==> config.mk <==
export PLATFORM = sky130hd
export DESIGN_NAME = ras_queue
export DESIGN_NICKNAME = d
export VERILOG_FILES = /design/src/sv/ras_pkg.sv /design/src/sv/ras_queue.sv
export SDC_FILE = /design/constraint.sdc
export NUM_CORES = 1
export LEC_CHECK = 0
export BUFFER_PORTS_ARGS = -buffer_cell sky130_fd_sc_hd__buf_4
export CORE_UTILIZATION = 57
export DETAILED_ROUTE_END_ITERATION = 10
export PLACE_DENSITY_LB_ADDON = 0.05
export SKIP_CTS_REPAIR_TIMING = 1
export SYNTH_ARGS = -nofsm -noshare
export SYNTH_HDL_FRONTEND = slang
export SYNTH_SLANG_ARGS = --single-unit
export TNS_END_PERCENT = 50
==> constraint.sdc <==
create_clock -name i_clk -period 3.4 [get_ports i_clk]
set_input_delay 0.34 -clock i_clk [delete_from_list [all_inputs] [get_ports i_clk]]
set_output_delay 0.34 -clock i_clk [all_outputs]
set_load 0.02 [all_outputs]
==> src/sv/ras_pkg.sv <==
// Shared types and constants for the ratiometric ADC scaler.
package ras_pkg;

    // action field codes
    localparam logic [1:0] ACT_REF_HI = 2'd0;
    localparam logic [1:0] ACT_REF_LO = 2'd1;
    localparam logic [1:0] ACT_DATA   = 2'd2;

    localparam int SAMPLE_W = 16;
    localparam int TIME_W   = 32;
    localparam int REF_W    = 32;
    localparam int RATE_W   = 33;
    localparam int RES_W    = 18;
    localparam int CNT_W    = 5;

    localparam logic [RES_W-1:0] POS_LIMIT = 18'd131071;
    localparam logic [RES_W-1:0] NEG_LIMIT = 18'd131072;
    localparam logic [RATE_W-1:0] RATE_RESET = 33'd2147;

    typedef enum logic [1:0] {
        OP_REF_HI,
        OP_REF_LO,
        OP_DATA
    } t_op;

    typedef struct packed {
        t_op                 op;
        logic [TIME_W-1:0]   stime;
        logic [SAMPLE_W-1:0] value;
    } t_entry;

    typedef struct packed {
        logic   valid;
        t_entry entry;
    } t_push;

    typedef struct packed {
        logic empty;
        logic full;
    } t_qstat;

    typedef enum logic [2:0] {
        ST_IDLE,
        ST_WMUL,
        ST_SMUL,
        ST_UPD,
        ST_DIV,
        ST_DONE
    } t_state;

endpackage

==> src/sv/ras_queue.sv <==
// Short FIFO of classified entries between the front and the back.
module ras_queue #(
    parameter int DEPTH = 4
) (
    input  logic            i_clk,
    input  logic            i_rst_n,
    input  ras_pkg::t_push  i_push,
    input  logic            i_pop,
    output ras_pkg::t_entry o_head,
    output ras_pkg::t_qstat o_qstat
);

    localparam int AW = $clog2(DEPTH);
    localparam int CW = $clog2(DEPTH + 1);

    ras_pkg::t_entry r_mem [DEPTH];
    logic [AW-1:0]   r_wptr, n_wptr;
    logic [AW-1:0]   r_rptr, n_rptr;
    logic [CW-1:0]   r_count, n_count;
    logic            do_push, do_pop;

    assign o_qstat.empty = (r_count == '0);
    assign o_qstat.full  = (r_count == CW'(DEPTH));
    assign do_push = i_push.valid && !o_qstat.full;
    assign do_pop  = i_pop && !o_qstat.empty;
    assign o_head  = r_mem[r_rptr];

    always_comb begin
        n_wptr  = r_wptr;
        n_rptr  = r_rptr;
        n_count = r_count;
        if (do_push) begin
            n_wptr = (r_wptr == AW'(DEPTH - 1)) ? '0 : r_wptr + AW'(1);
        end
        if (do_pop) begin
            n_rptr = (r_rptr == AW'(DEPTH - 1)) ? '0 : r_rptr + AW'(1);
        end
        case ({do_push, do_pop})
            2'b10:   n_count = r_count + CW'(1);
            2'b01:   n_count = r_count - CW'(1);
            default: n_count = r_count;
        endcase
    end

    always_ff @(posedge i_clk) begin
        if (!i_rst_n) begin
            r_wptr  <= '0;
            r_rptr  <= '0;
            r_count <= '0;
        end else begin
            r_wptr  <= n_wptr;
            r_rptr  <= n_rptr;
            r_count <= n_count;
        end
    end

    always_ff @(posedge i_clk) begin
        if (do_push) begin
            r_mem[r_wptr] <= i_push.entry;
        end
    end

    a_push_not_full: assert property (@(posedge i_clk) disable iff (!i_rst_n)
        i_push.valid |-> !o_qstat.full)
        else $error("push while queue full");

    a_count_bound: assert property (@(posedge i_clk) disable iff (!i_rst_n)
        r_count <= CW'(DEPTH))
        else $error("queue count out of range");

    a_pop_not_empty: assert property (@(posedge i_clk) disable iff (!i_rst_n)
        i_pop |-> !o_qstat.empty)
        else $error("pop from empty queue");

endmodule

## Word-level counts from Yosys, hierarchy flattened

Memory sizes are Yosys's and may differ from the RTL's. A register that Yosys moved wholly into a read port is not among the register bits.
Cells that the tools add are included.

- Reductions and logical operators: 6
- Equality and inequality tests: 5
- Add/subtract/negate cells: 4
- Mux-type cells: 7

Operator list:

| kind | number |
|---|---|
| $mux 2 | 4 |
| $eq 2x2->1 const B | 3 |
| $pmux 3 s2 | 1 |
| $add 2x1->2 const B | 2 |
| $add 3x1->3 const B | 1 |
| $eq 3x3->1 const B | 1 |
| $logic_not 3->1 | 1 |
| $sub 3x1->3 const B | 1 |
| $eq 2x1->1 const B | 1 |
| $logic_and 1x1->1 | 2 |
| $logic_not 1->1 | 2 |
| $mux 1 | 2 |
| $reduce_bool 2->1 | 1 |

- Flip-flop bits (word level): 7
- Bits of input ports: 54
- Memories kept: 1
- Logic and storage cells: 26
- Memory bits (writable): 200

Memories:

| name | words | width | rd ports | clocked after Yosys merged registers in | wr ports | RTL line | RTL |
|---|---|---|---|---|---|---|---|
| r_mem | 4 | 50 | 1 | 1 | 1 | ras_queue.sv:16 | `ras_pkg::t_entry r_mem [DEPTH];` |

## Depth between registers and ports, before layout

- Word-level depth: 5
- Mapped depth: 10
- Mapped depth without buffers: 9

## Worst setup path after synthesis

OpenSTA, ideal clock, no wires.

- Path type: flip-flop to flip-flop
- Start: register r_count[2]
- End: memory r_mem[0][0] in the netlist's numbering, enable pin
- Cell stages (with the launch flop): 5
- Buffers on the path: 1
- Clock period less this slack: 2.404 ns
- Library setup time: 0.413 ns
- Arrival time: 1.992 ns
- Path slack: 0.996 ns
- Cells stage by stage: dfxtp_1 > nor3b_2 > nor2b_1 > buf_2 > and2_1

RTL lines:

| what | RTL line | RTL |
|---|---|---|
| start: declaration | ras_queue.sv:19 | `logic [CW-1:0] r_count, n_count;` |
| start signal: assignment | ras_queue.sv:53 | `r_count <= n_count;` |
| end: declaration | ras_queue.sv:16 |  |

==> impl_metrics.tcl <==
set metrics [dict create \
    synth_nets 379 \
    vias 3492 \
    core_um2 13240 \
    r2r_cells 4 \
    drc 0 \
    utilization_pct 71.18 \
    grt_pass1_wl_um 20210 \
    synth-seq-cells 209 \
    netlist_area_um2 7766 \
    routedWlPerCell_um 20.87 \
    path_class "reg -> out" \
    period_share_pct 75.88 \
    io_pins 106 \
    syn_to_final_growth_pct 21.38 \
    port_buffers 105 \
    synthCells 318 \
    first_pass_iters 4 \
    clkLatencyLatePin_ns 0.47 \
    arrival_ns 2.24 \
    slew_headroom_pct 56.30 \
    hold_violations 0 \
    power_frac_clock_pct 30.7 \
    syn_avg_cell_area_um2 24.42 \
    tightest_slew_ns 0.6554 \
    grt_start_max_net_pins 31 \
    dp_worst_setup_slack_ns 1.149 \
    clock_skew_ns 0.004701 \
    p_per_area_nw_per_um2 777.2 \
    clkSinkCount 209 \
    gr-total-overflow 0 \
    start_util_pct 58.65 \
    ys_seq_area_share_pct 79.65 \
    antenna_cells 0 \
    cell_internal_pwr_mw 5.371 \
    final_common_cell "edfxtp_1" \
    design_area_um2 9427 \
    drv_slew 0 \
    drtIter0Drc 240 \
    grtUsageTotal_pct 19.27 \
    cts_root_buffer "clkbuf_16" \
    synth_top_area_share_pct 77.33 \
    antenna_found_initial 0 \
    p_switching_mw 1.955 \
    worstPathMaxFanout 29 \
    setup_slack_ns 0.8202 \
    fillCellCount 847 \
    post_drt_via_cell_ratio 5.552 \
    max_freq_ghz 0.3876 \
    multiInputGateArea_um2 1410 \
    finalSetupViolCount 0 \
    yosysTopAreaCell "edfxtp_1" \
    cts_tree "built" \
    comb_power_share_pct 24.6 \
    layout_min_cycle_time_ns 2.580 \
    cellLeakagePower_nw 3.211 \
    end_kind "primary output" \
    routed_wl_um 13130 \
    hold_class "in -> reg" \
    path_clk_slew_ns 0.06 \
    hold_path_depth 1 \
    die-area_um2 14100 \
    layout-drive-gt1-share_pct 43.93 \
    die_h_um 118.7 \
    dp_hpwl_um 7877 \
    start_kind "register" \
    die_w_um 118.7 \
    rows 42 \
    rsz0062_at_grt "false" \
    synth.distinct_cells 25 \
    final_cell_mix "edfxtp_1, buf_4, mux4_2" \
    swShare_pct 26.68 \
    cts_buffers 21 \
    ctsHtreeMaxLevel 1 \
    setup_tns_ns 0 \
    status "finished, final reports clean" \
    cts_buffer_depth 3 \
    cap_viol_max_count 0 \
    layoutNonFillerInstCount 629 \
    register_area_um2 6191 \
    p_seq_share_pct 44.7 \
    dp_cells 592 \
    ant_nets 0 \
    place_congestion 0.7627 \
    place_area_um2 8751 \
    yosys-top-cells-area "edfxtp_1, mux4_2, dfxtp_1" \
    crit_required_ns 3.06 \
    grt_pass1_vias 3577 \
    nNetsFinal 500 \
    max-vdd-ir-drop_mv 0.5092 \
    yosys_warnings 0 \
]
layout make-up:
class / instances / area share [%]
clock buffers: 26 / 5.774
repair buffers: 112 / 9.583
multi-input cells: 88 / 14.96
inverters: 7 / 0.2787
well taps: 176 / 2.336
flip-flops and latches: 209 / 65.68
clock inverters: 11 / 1.394
cells in the mapped netlist (all sizes together):
library cell,n
xnor2,1
clkbuf,1
nor3b,1
and2,6
nand2,7
inv,7
buf,13
nand3,2
o21ai,4
nor3,1
edfxtp,200
a21boi,1
o31ai,1
fa,1
mux4,50
or3,1
xor2,1
ha,6
dfxtp,9
nor2b,1
mux2i,2
nor2,2
kinds of logic after synthesis:
| group | after synthesis | share of synthesized area [%] |
|---|---|---|
| simple gates | 21 | 1.434 |
| flops | 209 | 79.65 |
| buf+inv | 21 | 2.256 |
| fa+ha+maj | 7 | 1.224 |
| mux | 52 | 14.76 |
| xor+xnor | 2 | 0.2256 |
| compound gates | 6 | 0.4512 |
flip-flops by register name, summed over array words and instances, names as in the netlist, named ones only:
| name | cells |
|---|---|
| r_rptr | 2 |
| r_wptr | 2 |
| r_count | 3 |
| r_mem | 200 |
final timing paths:
| path | from | endpoint | slack (ns) |
|---|---|---|---|
| setup / recovery | register | o_head[24] | 0.82 |
| hold / removal | i_push[9] | r_mem[3][9]$_DFFE_PP_ | 0.06 |
| hold reg to reg | r_wptr[1]$_SDFFE_PN0P_ | r_wptr[1]$_SDFFE_PN0P_ | 0.51 |
| setup reg to reg | r_count[0]$_SDFFE_PN0P_ | r_mem[0][22]$_DFFE_PP_ | 1.14 |
per-stage QoR:
step | hold WS [ns] | power [mW]
floorplan | 0.4389 | 4.536
global placement | 0.4775 | 5.131
detailed placement | 0.4924 | 5.166
CTS | 0.03968 | 7.421
global route | 0.04697 | 7.619
finish | 0.06109 | 7.326
critical path, stage by stage (launching register included):
cell     delay, ns
dfxtp_4       0.65
buf_12        0.32
mux4_2        0.59
buf_4         0.18
per-layer routing:
layer	share of wire (%)	track usage [%]	up-vias
met3	6.3	4.392	25
li1	-	-	1572
met1	41	26.38	1788
met2	50	31.73	107
met5	0	0	-
met4	1.8	5.063	0
power groups by stage:
stage / combinational, mW / clock (mW) / sequential, mW
6_report: 1.80 / 2.25 / 3.27
4_1_cts: 1.84 / 2.30 / 3.28
3_3_place_gp: 1.81 / 0 / 3.32
3_5_place_dp: 1.83 / 0 / 3.33
5_1_grt: 1.92 / 2.40 / 3.31
2_1_floorplan: 1.31 / 0 / 3.23
Power figures use the tool's default switching activity.
